## src/rtl/mlsp_pkg.sv

```systemverilog
// Package for the MPLS label stack parser: phase and code enums, result
// record, label rule constants. No dependencies.
`timescale 1ns / 1ps

package mlsp_pkg;

    localparam int MAX_LABELS_DEFAULT = 16;
    localparam int FIFO_DEPTH         = 4;

    // Reserved labels and GACH channel types
    localparam logic [19:0] LBL_IPV4_NULL   = 20'd0;
    localparam logic [19:0] LBL_ROUTER_ALRT = 20'd1;
    localparam logic [19:0] LBL_IPV6_NULL   = 20'd2;
    localparam logic [19:0] LBL_IMPL_NULL   = 20'd3;
    localparam logic [19:0] LBL_GAL         = 20'd13;
    localparam logic [15:0] CT_IPV4         = 16'h0021;
    localparam logic [15:0] CT_IPV6         = 16'h0057;
    localparam logic [3:0]  NIB_IPV4        = 4'h4;
    localparam logic [3:0]  NIB_IPV6        = 4'h6;
    localparam logic [3:0]  ACH_FIRST_NIB   = 4'h1;
    localparam logic [6:0]  OFFSET_MAX      = 7'd127;

    typedef enum logic [1:0] {
        PH_LABEL   = 2'd0,
        PH_PAYLOAD = 2'd1,
        PH_DRAIN   = 2'd2
    } phase_t;

    typedef enum logic [2:0] {
        ERR_NONE      = 3'd0,
        ERR_TRUNCATED = 3'd1,
        ERR_NO_BOTTOM = 3'd2,
        ERR_EMPTY_PL  = 3'd3,
        ERR_SHORT_ACH = 3'd4,
        ERR_TOO_DEEP  = 3'd5
    } err_t;

    typedef enum logic [1:0] {
        PL_RAW  = 2'd0,
        PL_IPV4 = 2'd1,
        PL_IPV6 = 2'd2
    } pl_kind_t;

    typedef enum logic {
        RK_ENTRY   = 1'b0,
        RK_SUMMARY = 1'b1
    } rkind_t;

    typedef struct packed {
        rkind_t      result_kind;
        logic [19:0] label;
        logic [2:0]  tclass;
        logic        bottom;
        logic [7:0]  ttl;
        logic        malformed;
        err_t        end_error;
        pl_kind_t    payload_kind;
        logic        gach_present;
        logic [15:0] chan_type;
        logic [6:0]  payload_offset;
        logic        last_result;
    } result_t;

    // Results produced by one parsed byte, in output order
    typedef struct packed {
        logic [1:0] count;
        result_t    first;
        result_t    second;
    } push_t;

endpackage

```

## src/rtl/mlsp_parse.sv

```systemverilog
// Parse stage of the MPLS label stack parser: per-packet state registers and
// the combinational next-state and result logic. Depends on mlsp_pkg.
`timescale 1ns / 1ps

module mlsp_parse #(
    parameter int MAX_LABELS = mlsp_pkg::MAX_LABELS_DEFAULT
) (
    input  logic              clk,
    input  logic              rst_n,
    input  logic              fire,
    input  logic [7:0]        data_byte,
    input  logic              packet_end,
    output mlsp_pkg::push_t   push
);

    localparam int CW = $clog2(MAX_LABELS + 1);

    logic [1:0]          bie_reg, bie_next;
    logic [23:0]         ebytes_reg, ebytes_next;
    mlsp_pkg::phase_t    phase_reg, phase_next;
    logic [19:0]         last_reg, last_next;
    logic [CW-1:0]       count_reg, count_next;
    logic                bad_reg, bad_next;
    mlsp_pkg::err_t      err_reg, err_next;
    logic [6:0]          off_reg, off_next;
    logic [2:0]          seen_reg, seen_next;
    logic [31:0]         gach_reg, gach_next;

    logic [31:0]         word;
    logic [19:0]         e_label;
    logic                e_bot;
    logic                e_bad;
    logic                entry_done;
    logic [31:0]         off_wide;
    mlsp_pkg::result_t   entry_res;
    mlsp_pkg::result_t   sum_res;
    logic [7:0]          ach_first;
    logic [7:0]          ach_rsvd;

    always_ff @(posedge clk or negedge rst_n)
    begin
        if (!rst_n)
        begin
            bie_reg    <= '0;
            ebytes_reg <= '0;
            phase_reg  <= mlsp_pkg::PH_LABEL;
            last_reg   <= '0;
            count_reg  <= '0;
            bad_reg    <= 1'b0;
            err_reg    <= mlsp_pkg::ERR_NONE;
            off_reg    <= '0;
            seen_reg   <= '0;
            gach_reg   <= '0;
        end
        else if (fire)
        begin
            bie_reg    <= packet_end ? '0 : bie_next;
            ebytes_reg <= packet_end ? '0 : ebytes_next;
            phase_reg  <= packet_end ? mlsp_pkg::PH_LABEL : phase_next;
            last_reg   <= packet_end ? '0 : last_next;
            count_reg  <= packet_end ? '0 : count_next;
            bad_reg    <= packet_end ? 1'b0 : bad_next;
            err_reg    <= packet_end ? mlsp_pkg::ERR_NONE : err_next;
            off_reg    <= packet_end ? '0 : off_next;
            seen_reg   <= packet_end ? '0 : seen_next;
            gach_reg   <= packet_end ? '0 : gach_next;
        end
    end

    assign word    = {ebytes_reg, data_byte};
    assign e_label = word[31:12];
    assign e_bot   = word[8];
    assign e_bad   = (e_label == mlsp_pkg::LBL_IMPL_NULL)
                   || ((e_label == mlsp_pkg::LBL_IPV4_NULL
                        || e_label == mlsp_pkg::LBL_IPV6_NULL) && !e_bot)
                   || (e_label == mlsp_pkg::LBL_ROUTER_ALRT && e_bot)
                   || (e_label == mlsp_pkg::LBL_GAL && !e_bot);

    // Per-byte state advance
    always_comb
    begin
        bie_next    = bie_reg;
        ebytes_next = ebytes_reg;
        phase_next  = phase_reg;
        last_next   = last_reg;
        count_next  = count_reg;
        bad_next    = bad_reg;
        err_next    = err_reg;
        off_next    = off_reg;
        seen_next   = seen_reg;
        gach_next   = gach_reg;
        entry_done  = 1'b0;
        off_wide    = 32'(count_reg + CW'(1)) << 2;
        unique case (phase_reg)
            mlsp_pkg::PH_LABEL:
            begin
                if (bie_reg == 2'd0 && count_reg >= CW'(MAX_LABELS))
                begin
                    phase_next = mlsp_pkg::PH_DRAIN;
                    err_next   = mlsp_pkg::ERR_TOO_DEEP;
                    bad_next   = 1'b1;
                end
                else if (bie_reg != 2'd3)
                begin
                    ebytes_next = {ebytes_reg[15:0], data_byte};
                    bie_next    = bie_reg + 2'd1;
                end
                else
                begin
                    entry_done  = 1'b1;
                    bad_next    = bad_reg | e_bad;
                    last_next   = e_label;
                    count_next  = count_reg + CW'(1);
                    bie_next    = '0;
                    ebytes_next = '0;
                    if (e_bot)
                    begin
                        off_next   = (off_wide > 32'(mlsp_pkg::OFFSET_MAX))
                                   ? mlsp_pkg::OFFSET_MAX : off_wide[6:0];
                        phase_next = mlsp_pkg::PH_PAYLOAD;
                    end
                end
            end
            mlsp_pkg::PH_PAYLOAD:
            begin
                if (seen_reg < 3'd4)
                begin
                    seen_next = seen_reg + 3'd1;
                    unique case (seen_reg[1:0])
                        2'd0:    gach_next[31:24] = data_byte;
                        2'd1:    gach_next[23:16] = data_byte;
                        2'd2:    gach_next[15:8]  = data_byte;
                        default: gach_next[7:0]   = data_byte;
                    endcase
                end
            end
            default:
            begin
            end
        endcase
    end

    // Entry result for a completed four-byte entry
    always_comb
    begin
        entry_res               = '0;
        entry_res.result_kind   = mlsp_pkg::RK_ENTRY;
        entry_res.label         = e_label;
        entry_res.tclass        = word[11:9];
        entry_res.bottom        = e_bot;
        entry_res.ttl           = word[7:0];
        entry_res.malformed     = e_bad;
        entry_res.end_error     = mlsp_pkg::ERR_NONE;
        entry_res.payload_kind  = mlsp_pkg::PL_RAW;
        entry_res.last_result   = !packet_end;
    end

    assign ach_first = gach_next[31:24];
    assign ach_rsvd  = gach_next[23:16];

    // Packet summary, taken from the state after this byte
    always_comb
    begin
        sum_res                = '0;
        sum_res.result_kind    = mlsp_pkg::RK_SUMMARY;
        sum_res.label          = last_next;
        sum_res.malformed      = bad_next;
        sum_res.end_error      = err_next;
        sum_res.payload_kind   = mlsp_pkg::PL_RAW;
        sum_res.payload_offset = off_next;
        sum_res.last_result    = 1'b1;
        unique case (phase_next)
            mlsp_pkg::PH_LABEL:
            begin
                sum_res.end_error = (bie_next != 2'd0) ? mlsp_pkg::ERR_TRUNCATED
                                                       : mlsp_pkg::ERR_NO_BOTTOM;
                sum_res.malformed = 1'b1;
            end
            mlsp_pkg::PH_PAYLOAD:
            begin
                priority if (seen_next == 3'd0)
                begin
                    sum_res.end_error = mlsp_pkg::ERR_EMPTY_PL;
                    sum_res.malformed = 1'b1;
                end
                else if (last_next == mlsp_pkg::LBL_GAL)
                begin
                    if (seen_next < 3'd4)
                    begin
                        sum_res.end_error = mlsp_pkg::ERR_SHORT_ACH;
                        sum_res.malformed = 1'b1;
                    end
                    else
                    begin
                        sum_res.gach_present = 1'b1;
                        sum_res.chan_type    = gach_next[15:0];
                        if (ach_first[7:4] != mlsp_pkg::ACH_FIRST_NIB
                            || ach_first[3:0] != 4'd0 || ach_rsvd != 8'd0)
                        begin
                            sum_res.malformed = 1'b1;
                        end
                        if (gach_next[15:0] == mlsp_pkg::CT_IPV4)
                        begin
                            sum_res.payload_kind = mlsp_pkg::PL_IPV4;
                        end
                        else if (gach_next[15:0] == mlsp_pkg::CT_IPV6)
                        begin
                            sum_res.payload_kind = mlsp_pkg::PL_IPV6;
                        end
                    end
                end
                else if (last_next == mlsp_pkg::LBL_IPV4_NULL)
                begin
                    sum_res.payload_kind = mlsp_pkg::PL_IPV4;
                    if (gach_next[31:28] != mlsp_pkg::NIB_IPV4)
                    begin
                        sum_res.malformed = 1'b1;
                    end
                end
                else if (last_next == mlsp_pkg::LBL_IPV6_NULL)
                begin
                    sum_res.payload_kind = mlsp_pkg::PL_IPV6;
                    if (gach_next[31:28] != mlsp_pkg::NIB_IPV6)
                    begin
                        sum_res.malformed = 1'b1;
                    end
                end
                else if (gach_next[31:28] == mlsp_pkg::NIB_IPV4)
                begin
                    sum_res.payload_kind = mlsp_pkg::PL_IPV4;
                end
                else if (gach_next[31:28] == mlsp_pkg::NIB_IPV6)
                begin
                    sum_res.payload_kind = mlsp_pkg::PL_IPV6;
                end
            end
            default:
            begin
            end
        endcase
    end

    always_comb
    begin
        push.count  = 2'd0;
        push.first  = entry_res;
        push.second = sum_res;
        if (fire)
        begin
            if (entry_done)
            begin
                push.count = packet_end ? 2'd2 : 2'd1;
            end
            else if (packet_end)
            begin
                push.count = 2'd1;
                push.first = sum_res;
            end
        end
    end

endmodule

```

## src/rtl/mlsp_result_fifo.sv

```systemverilog
// Small result queue for the MPLS label stack parser: takes up to two results
// per cycle, hands out one per beat. Depends on mlsp_pkg.
`timescale 1ns / 1ps

module mlsp_result_fifo (
    input  logic              clk,
    input  logic              rst_n,
    input  mlsp_pkg::push_t   push,
    output logic              room,
    output logic              valid,
    input  logic              pop,
    output mlsp_pkg::result_t head
);

    localparam int DEPTH = mlsp_pkg::FIFO_DEPTH;
    localparam int AW    = $clog2(DEPTH);

    mlsp_pkg::result_t mem [DEPTH];
    logic [AW-1:0]     wr_ptr_reg, wr_ptr_next;
    logic [AW-1:0]     rd_ptr_reg, rd_ptr_next;
    logic [AW:0]       count_reg, count_next;
    logic              do_pop;

    assign do_pop = pop && valid;
    assign valid  = count_reg != '0;
    assign room   = count_reg <= (AW + 1)'(DEPTH - 2);
    assign head   = mem[rd_ptr_reg];

    always_comb
    begin
        wr_ptr_next = wr_ptr_reg + AW'(push.count);
        rd_ptr_next = rd_ptr_reg + AW'(do_pop);
        count_next  = count_reg + (AW + 1)'(push.count) - (AW + 1)'(do_pop);
    end

    always_ff @(posedge clk)
    begin
        if (push.count != 2'd0)
        begin
            mem[wr_ptr_reg] <= push.first;
        end
        if (push.count == 2'd2)
        begin
            mem[wr_ptr_reg + AW'(1)] <= push.second;
        end
    end

    always_ff @(posedge clk or negedge rst_n)
    begin
        if (!rst_n)
        begin
            wr_ptr_reg <= '0;
            rd_ptr_reg <= '0;
            count_reg  <= '0;
        end
        else
        begin
            wr_ptr_reg <= wr_ptr_next;
            rd_ptr_reg <= rd_ptr_next;
            count_reg  <= count_next;
        end
    end

endmodule

```

## src/rtl/mpls_label_stack_parser.sv

```systemverilog
// Top level of the MPLS label stack parser: input beat register, parse stage
// and result queue. Depends on mlsp_pkg, mlsp_parse, mlsp_result_fifo.
`timescale 1ns / 1ps

// Takes an MPLS packet one byte per beat (tlast on the final byte) and emits
// one result per completed four-byte label stack entry plus one summary at
// packet end; tuser says which (0 entry, 1 summary) and tlast marks the last
// result caused by an input byte. Each byte is held in an input register,
// parsed by one level of logic against the per-packet state and its results
// are written into a four-entry queue, so bytes stream at one per cycle while
// the output side keeps up. A byte that both completes an entry and ends the
// packet yields two results, each on its own output beat; the input stalls
// only while the queue lacks room for two results. A byte's results pass the
// input register and the queue before reaching the output. Entries beyond
// MAX_LABELS without a bottom bit are dropped and reported as stack too deep.
module mpls_label_stack_parser #(
    parameter int MAX_LABELS = mlsp_pkg::MAX_LABELS_DEFAULT
) (
    input  logic        clk,
    input  logic        rst_n,
    input  logic        s_tvalid,
    output logic        s_tready,
    input  logic [7:0]  s_tdata,    // [7:0] data_byte
    input  logic        s_tlast,    // packet_end
    output logic        m_tvalid,
    input  logic        m_tready,
    output logic [63:0] m_tdata,    // label, tclass, bottom, ttl, malformed,
                                    // end_error, payload_kind, gach_present,
                                    // chan_type, payload_offset, zero pad
    output logic        m_tuser,    // result_kind
    output logic        m_tlast     // last_result
);

    logic              in_valid_reg;
    logic [7:0]        in_byte_reg;
    logic              in_end_reg;
    logic              room;
    logic              fire;
    mlsp_pkg::push_t   push;
    mlsp_pkg::result_t head;

    // Parse the held beat once the queue can take two results
    assign fire     = in_valid_reg && room;
    assign s_tready = !in_valid_reg || fire;

    always_ff @(posedge clk or negedge rst_n)
    begin
        if (!rst_n)
        begin
            in_valid_reg <= 1'b0;
        end
        else if (s_tready)
        begin
            in_valid_reg <= s_tvalid;
        end
    end

    always_ff @(posedge clk)
    begin
        if (s_tready && s_tvalid)
        begin
            in_byte_reg <= s_tdata;
            in_end_reg  <= s_tlast;
        end
    end

    mlsp_parse #(
        .MAX_LABELS (MAX_LABELS)
    ) u_parse (
        .clk        (clk),
        .rst_n      (rst_n),
        .fire       (fire),
        .data_byte  (in_byte_reg),
        .packet_end (in_end_reg),
        .push       (push)
    );

    mlsp_result_fifo u_fifo (
        .clk   (clk),
        .rst_n (rst_n),
        .push  (push),
        .room  (room),
        .valid (m_tvalid),
        .pop   (m_tready),
        .head  (head)
    );

    // Pack the head result onto the output beat
    assign m_tuser = head.result_kind;
    assign m_tlast = head.last_result;
    assign m_tdata = {2'b00,
                      head.payload_offset,
                      head.chan_type,
                      head.gach_present,
                      head.payload_kind,
                      head.end_error,
                      head.malformed,
                      head.ttl,
                      head.bottom,
                      head.tclass,
                      head.label};

endmodule

```

## config.mk

```make
export PLATFORM = sky130hd
export DESIGN_NAME = mpls_label_stack_parser
export DESIGN_NICKNAME = d
export VERILOG_FILES = /design/src/rtl/mlsp_pkg.sv /design/src/rtl/mlsp_parse.sv /design/src/rtl/mlsp_result_fifo.sv /design/src/rtl/mpls_label_stack_parser.sv
export SDC_FILE = /design/constraint.sdc
export NUM_CORES = 1
export LEC_CHECK = 0
export ABC_AREA = 1
export BUFFER_PORTS_ARGS = -buffer_cell sky130_fd_sc_hd__buf_2
export CAP_MARGIN = 20
export CORE_ASPECT_RATIO = 0.75
export CORE_MARGIN = 2
export CORE_UTILIZATION = 35
export CTS_BUF_LIST = sky130_fd_sc_hd__clkbuf_8
export DETAILED_ROUTE_END_ITERATION = 6
export PLACE_DENSITY = 0.61
export RECOVER_POWER = 100
export SLEW_MARGIN = 20
export SYNTH_ARGS = -nofsm -noshare
export SYNTH_HDL_FRONTEND = slang
export SYNTH_HIERARCHICAL = 1
export SYNTH_SLANG_ARGS = --single-unit
```

## constraint.sdc

```tcl
create_clock -name clk -period 5.49 [get_ports clk]
set_input_delay 0.8235 -clock clk [delete_from_list [all_inputs] [get_ports clk]]
set_output_delay 0.8235 -clock clk [all_outputs]
set_load 0.1 [all_outputs]
```

Word-level counts from Yosys, hierarchy flattened
Memories as Yosys holds them, arrays and structs flattened.
Cells that the tools add are included.
{"block": "word_totals", "register_bits": 116, "ramBits": 256, "in_bits": 13, "output_inout_bits": 68, "word_cells": 165, "memories": 1}
{"block": "classes", "addsub": 9, "magnitude_cmp": 5, "eq_ne": 21, "muxes": 79, "bitwise_logic": 1, "n_reduce_logical": 33}
{"name": "u_fifo.mem", "depth": 4, "width": 64, "rd": 1, "rd_ports_with_merged_regs": 0, "write_ports": 2, "line_no": "mlsp_result_fifo.sv:18", "text": "mlsp_pkg::result_t mem [DEPTH];"}
{"operator": "$mux W24", "n": 4}
{"operator": "$mux W32", "n": 3}
{"operator": "$mux W20", "n": 4}
{"operator": "$mux W66", "n": 1}
{"operator": "$mux W65", "n": 1}
{"operator": "$mux W64", "n": 1}
{"operator": "$eq A20 B2 Y1 const B", "n": 3}
{"operator": "$mux W19", "n": 3}
{"operator": "$mux W7", "n": 6}
{"operator": "$eq A20 B4 Y1 const B", "n": 2}
{"operator": "$logic_not A20 Y1", "n": 2}
{"operator": "$mux W2", "n": 19}
{"operator": "$gt A32 B7 Y1 const B", "n": 1}
{"operator": "$mux W8", "n": 4}
{"operator": "$mux W3", "n": 8}
{"operator": "$eq A20 B1 Y1 const B", "n": 1}
{"operator": "$mux W5", "n": 4}
{"operator": "$mux W1", "n": 18}
{"operator": "$mux W17", "n": 1}
{"operator": "$eq A16 B6 Y1 const B", "n": 1}
{"operator": "$eq A16 B7 Y1 const B", "n": 1}
{"operator": "$eq A4 B3 Y1 const B", "n": 2}
{"operator": "$logic_not A2 Y1", "n": 4}
{"operator": "$ne A4 B3 Y1 const B", "n": 2}
{"operator": "other kinds (29)", "n": 52}

Logic depth before layout (Yosys ltp)
Gate-level depths: netlist of run 1.
{"block": "logic_depth", "word_depth": 22, "mapped_depth": 22, "depth_no_buf": 21}

Hierarchy
Netlist of run 1, hierarchy kept.
{"module": "mlsp_result_fifo", "n_inst": 1, "cells_each": 1379, "area_per_inst_um2": 13135.1, "seq_area_each_um2": 7862.5}
{"module": "mlsp_parse", "n_inst": 1, "cells_each": 848, "area_per_inst_um2": 6168.4, "seq_area_each_um2": 2477.4}
{"module": "mpls_label_stack_parser", "n_inst": 1, "cells_each": 20, "area_per_inst_um2": 341.6, "seq_area_each_um2": 295.3}

Least setup slack after synthesis of run 1
OpenSTA, ideal clock, no wires.
{"block": "synth_path", "path_kind": "register -> register", "from": "register u_parse.bie_reg[0]", "to": "memory u_fifo/mem[3][0] (netlist name), enable pin", "setup_ns": 0.689, "arrival_time_ns": 3.343, "required_ns": 4.801, "path_slack_ns": 1.458, "stages_incl_launch_ff": 13, "path_buffers": 3, "synth_period_minus_slack_ns": 4.032, "path_cell_list": "dfrtp_1 -> inv_1 -> ha_1 -> nand2_1 -> nand3_4 -> buf_4 -> clkbuf_1 -> ha_1 -> nor2_1 -> nor2_4 -> nand2_2 -> clkbuf_1 -> nand2_1"}
{"item": "start, declared", "line_no": "mlsp_parse.sv:18", "text": "logic [1:0] bie_reg, bie_next;"}
{"item": "start signal, assigned", "line_no": "mlsp_parse.sv:57", "text": "bie_reg <= packet_end ? '0 : bie_next;"}
{"item": "end, declared", "line_no": "mlsp_result_fifo.sv:18"}

Final worst setup path of run 1
{"block": "layout_path", "from": "register u_fifo.rd_ptr_reg[0]", "to": "output m_tdata[61]"}
{"block": "layout_via", "elab_chain_len": 1}
{"item": "start, declared", "line_no": "mlsp_result_fifo.sv:20", "text": "logic [AW-1:0] rd_ptr_reg, rd_ptr_next;"}
{"item": "start signal, assigned", "line_no": "mlsp_result_fifo.sv:59", "text": "rd_ptr_reg <= rd_ptr_next;"}
{"item": "$mem_v2 Z4 W64"}
{"item": "end, declared", "line_no": "mpls_label_stack_parser.sv:27", "text": "output logic [63:0] m_tdata,"}
Every way passes these cells.

==> impl_metrics.yaml, run 1 <==
finish:
  largest_reg_flops: 256
  fin_area_um2: 21100
  layout-drive-gt1-share_pct: 8.33
  nFillCells: 5708
  antenna_cells: 0
  final_nets: 2294
  multi_input_area_um2: 7130
  regArea_um2: 10600
  area_growth_pct: 7.31
timing:
  min_period_ns: 4.73
  drv_slew: 190
  rsz0062_at_grt: "no"
  finalHoldViolations: 0
  fin_crit_sh_pct: 86.2
  slew_headroom_pct: -137
  fmax_mhz: 211
  finClkSkew_ns: 0.0271
  setup_tns_ns: 0
  setup_viol: 0
  worstMarginPinSlew_ns: 3.56
yosys:
  synth_common_cells: "460 x nand2_1, 333 x o21ai_0, 287 x nor2_1"
  syn-cell-area_um2: 19600
  ys_ff_latch: 372
  synthCells: 2247
  seq_area_frac_synth_pct: 54.1
  synth.top_cells.by_area: "edfxtp_1 41%, dfrtp_1 14%, nand2_1 8.8%, o21ai_0 8.5%, nor2_1 5.5%"
  synth.most_common_cell: "nand2_1"
  synth-main-ff-cell: "edfxtp_1"
  synth-async-reset-ratio_pct: 28.8
  synth_top_cell_area_share_pct: 40.5
  synth_warnings: 6
  yosys.area.top_type: "edfxtp_1"
  syn_avg_cell_area_um2: 8.74
  synth_edf_count: 265
  synth.distinct_cells: 40
run_status:
  violations: "capacitance limit, slew limit"
  status: "complete, but fails checks"
global_route:
  overflow: 0
  grt_pass1_vias: 15061
  grt_antenna_before_repair: 2
  grt_max_degree: 129
  grt_pass1_wl_mm: 83.8
  grt_usage_pct: 18.3
floorplanning:
  fp.dieArea_um2: 58100
  start_util_pct: 35.2
  rows: 75
  die_y_um: 209
  die_w_um: 278
  pin_count: 81
  core_area_um2: 55700
worst_hold_path:
  hold_path_class: "in2reg"
clock_tree:
  clk_pin_slew_ns: 0.06
  hold_buffers: 0
  post_cts_buffers: 0
  clock_latency_ns: 0.65
  cts_root_buf: "clkbuf_8"
  cts-buffers-inserted: 58
  cts_tree: "built"
  htree_levels: 2
  cts_sinks: 372
  clock_tree.buffer_depth: 3
  cts_resized: 0
power_and_ir_drop:
  powerDensity_nw_per_um2: 610
  ir_worst_vdd_uv: 376
  p_leak_uw: 0.00818
placement:
  gp_congestion: 0.854
  io_buffers: 78
  dpl_cell_area_um2: 20400
  hpwl_mm: 33.2
setup_path:
  critical_path_class: "reg2out"
  required_ns: 4.67
  critPathSlowestCell: "clkbuf_2"
  critPathArrivalTime_ns: 3.91
  end_kind: "primary output"
  crit_chain: "clkbuf_2 > nor2_1 > nor2_1 > o21ai_0 > o21ai_0 > clkbuf_1"
  critPathMaxFanout: 64
  cp-start-kind: "flop"
  cp_slowest_stage_delay_ns: 1.22
drt:
  drt-total-wl_mm: 53.9
  dr_total_vias: 15618
  dr.pass1.iters: 6
  wl_per_cell_um: 17.7
  final_antenna_net_count: 0
  drt_iter0_drc: 1337
  drc: 0
  viasPerCell: 5.13
flow_run:
  cap_violations: 4
[layout by cell type (no fill, tap or decap), types with 14 or more instances in the layout]
cell type / n
nor2_1: 295
conb_1: 16
clkbuf_8: 59
nand3_1: 47
clkbuf_1: 28
a22o_1: 14
buf_2: 54
clkinv_1: 16
inv_1: 222
dfrtp_1: 106
o21ai_0: 506
o22ai_1: 44
o21ai_1: 37
nand2_1: 456
edfxtp_1: 265
nand4_1: 17
[power by group]
group / switching (µW) / leakage, µW / internal [µW] / total, µW
Sequential: 278 / 0.00393 / 3670 / 3940
Clock: 1130 / 0.000613 / 1050 / 2190
Combinational: 5550 / 0.00364 / 1180 / 6730
[kinds of logic (layout without fill, tap and decap cells)]
family	Yosys count	count (layout)	share of synthesized area (%)
AO/OA/AOI/OAI	636	636	18.1
buffers and inverters	364	420	8.69
AND/OR/NAND/NOR	853	853	17.9
adder cells (fa/ha/maj)	13	13	0.866
XOR/XNOR	6	6	0.267
flip-flops	372	372	54.1
other	3	16	0.0573
[through the flow]
stage / std cells / worst slack [ns] / hold slack (ns) / total power (µW) / utilization, %
after floorplan: 2260 / 1.46 / 0.442 / 9310 / -
after global placement: 2939 / 1.61 / 0.462 / 10800 / 36.6
after detailed placement: 2939 / 1.52 / 0.471 / 10900 / 36.6
after CTS: 3047 / 1.36 / 0.280 / 13100 / 38.5
after global routing: 3047 / 0.529 / 0.342 / 13600 / 37.8
final: 3047 / 0.759 / 0.365 / 12900 / 37.8
[critical path, delay by kind of cell (launching register included)]
kind	cells	cell delay, ns
buffers and inverters	2	2.10
AO/OA/AOI/OAI	2	0.17
flip-flops	1	0.69
AND/OR/NAND/NOR	2	0.27
[routing by layer]
layer / track usage [%] / vias up / part of all wire (%)
met5: 0 / - / 0
li1: - / 7562 / -
met4: 5.85 / 0 / 2.9
met3: 3.47 / 97 / 6.5
met2: 28.9 / 451 / 45
met1: 25.5 / 7508 / 46
[layout make-up]
type,count,area share [%]
clock inverter,49,1.14
sequential,372,50.5
tap,731,4.34
clock buffer,59,3.85
inverter,210,3.75
multi-input combinational,1524,33.8
timing repair buffer,102,2.62
[path summary, 6_finish.rpt]
check,startpoint,endpoint,slack (ns),depth (start not counted)
max,u_fifo/rd_ptr_reg[0]$_DFF_PN0_,m_tdata[61],0.76,6
min reg2reg,u_parse/err_reg[2]$_DFFE_PN0P_,u_parse/err_reg[2]$_DFFE_PN0P_,0.49,1
min in group asynchronous,rst_n,u_parse/gach_reg[19]$_DFFE_PN0P_,1.39,1
max reg2reg,u_parse/bie_reg[0]$_DFFE_PN0P_,u_fifo/mem[0][4]$_DFFE_PP_,0.91,11
min,s_tlast,in_end_reg$_DFFE_PP_,0.36,1
max in group asynchronous,rst_n,u_parse/off_reg[6]$_DFFE_PN0P_,1.42,2
Note: power is estimated with default switching activity, not from simulation.
==> inputs of run 2 (changes only) <==
Settings changed: CORE_UTILIZATION 35 to 51, PLACE_DENSITY 0.61 to 0.79.
==> impl_metrics.yaml, run 2 (synthesis results as in run 1) <==
setup_path:
  crit_end: "m_tdata[6]"
  critical_path_class: "reg2out"
  regToRegEndpoint: "u_fifo/mem[2][39]$_DFFE_PP_"
  critPathArrivalTime_ns: 3.96
  cp_slowest_stage_delay_ns: 1.44
  end_kind: "primary output"
  crit_chain: "clkbuf_1 > nor2_1 > nor2_1 > o21ai_0 > o21ai_0 > clkbuf_1"
  r2r_slack_ns: 0.74
  required_ns: 4.67
  critPathSlowestCell: "clkbuf_1"
  cp-start-kind: "flop"
  critPathMaxFanout: 42
  cp-startpoint: "u_fifo/rd_ptr_reg[0]$_DFF_PN0_"
  r2r_start: "u_parse/bie_reg[0]$_DFFE_PN0P_"
  ff2ff_path_depth: 13
clock_tree:
  cts_resized: 0
  post_cts_buffers: 0
  cts_sinks: 372
  clk_pin_slew_ns: 0.06
  clock_latency_ns: 0.63
  clock_tree.buffer_depth: 3
  htree_levels: 2
  cts-buffers-inserted: 57
  cts_tree: "built"
  hold_buffers: 0
  cts_root_buf: "clkbuf_8"
drt:
  drt-total-wl_mm: 50.1
  wl_per_cell_um: 17.7
  dr_wl_met3_mm: 4.81
  dr.pass1.iters: 6
  dr_total_vias: 15918
  drc: 0
  wl_met1_mm: 21.5
  drt_iter0_drc: 1765
  highest_layer: "met4"
  final_antenna_net_count: 0
  wl_met2_mm: 22.7
  viasPerCell: 5.62
power_and_ir_drop:
  ir_worst_vdd_uv: 452
  power_frac_comb_pct: 52.2
  clock_power_share_pct: 17.5
  p_switching_uw: 6910
  internal_power_uw: 5990
  netSwitchingFraction_pct: 53.6
  p_leak_uw: 0.00816
  power_uw: 12900
  powerDensity_nw_per_um2: 618
  sequentialPowerShare_pct: 30.3
timing:
  setup_tns_ns: 0
  rsz0062_at_grt: "no"
  drv_slew: 97
  min_period_ns: 4.78
  setup_viol: 0
  slew_headroom_pct: -101
  fin_crit_sh_pct: 87.1
  finalHoldViolations: 0
  finClkSkew_ns: 0.0358
  whs_ns: 0.396
  fmax_mhz: 209
  worstMarginPinSlew_ns: 3.01
finish:
  antenna_cells: 0
  final_nets: 2298
  largest_reg_flops: 256
  layout_commonest_cell: "o21ai_0"
  layout-drive-gt1-share_pct: 7.07
  final_cell_mix: "502 x o21ai_0, 455 x nand2_1, 298 x nor2_1"
  area_growth_pct: 6.28
  layout.cells.non_filler: 2831
global_route:
  grt_antenna_before_repair: 0
  grt_max_degree: 90
  grt_pass1_vias: 15252
  overflow: 0
  grt_pass1_wl_mm: 79.2
  grt_usage_pct: 24.8
worst_hold_path:
  min_path_cells: 1
  hold_path_class: "in2reg"
floorplanning:
  core_area_um2: 38200
  die_y_um: 174
  die_w_um: 231
  start_util_pct: 51.5
  rows: 62
  pin_count: 81
  fp.dieArea_um2: 40100
placement:
  gp_congestion: 0.912
  hpwl_mm: 32.0
  io_buffers: 78
  place_inst: 2724
run_status:
  violations: "capacitance limit, slew limit"
  status: "complete, but fails checks"
flow_run:
  cap_violations: 2
==> run 2: worst min path at each step <==
stage,startpoint,to
final,s_tdata[5],in_byte_reg[5]$_DFFE_PP_
after global routing,s_tdata[0],in_byte_reg[0]$_DFFE_PP_
after CTS,rst_n,u_parse/phase_reg[1]$_DFFE_PN0P_
after detailed placement,u_parse/gach_reg[24]$_DFFE_PN0P_,u_parse/gach_reg[24]$_DFFE_PN0P_
after global placement,u_parse/gach_reg[29]$_DFFE_PN0P_,u_parse/gach_reg[29]$_DFFE_PN0P_
after floorplan,u_fifo/rd_ptr_reg[1]$_DFF_PN0_,u_fifo/rd_ptr_reg[1]$_DFF_PN0_
==> run 2: power groups by stage <==
stage / logic [µW] / registers, µW / clock network, µW
after global placement: 6720 / 3940 / 0
after CTS: 6870 / 3900 / 2290
after global routing: 7220 / 3950 / 2420
after floorplan: 5440 / 3870 / 0
after detailed placement: 6850 / 3950 / 0
final: 6730 / 3910 / 2260
==> run 2: critical path, delay by kind of cell, from the launching register on <==
kind / cells / cell delay (ns)
AND/OR/NAND/NOR: 2 / 0.27
buffers and inverters: 2 / 2.34
flip-flops: 1 / 0.44
AO/OA/AOI/OAI: 2 / 0.27
==> run 2: cell type report <==
cell class              instances  area, µm²
clock buffers                  72        991
clock inverters                34        136
fillers                      3451      17300
inverters                     210        790
multi-input cells            1524       7130
flip-flops and latches        372      10600
well taps                     512        641
repair buffers                107        556
==> run 2: per-layer routing <==
layer / track usage (%) / up-vias
met3: 5.84 / 103
met5: 0 / -
met4: 8.28 / 0
met2: 38.5 / 725
li1: - / 7579
met1: 34.6 / 7511
==> run 2: stage by stage <==
step | area, µm² | util (%) | setup slack [ns]
floorplan | 19700 | - | 1.46
global placement | 20100 | 52.7 | 1.26
detailed placement | 20100 | 52.7 | 1.12
CTS | 21200 | 55.6 | 1.09
global route | 20900 | 54.7 | 0.389
finish | 20900 | 54.7 | 0.707
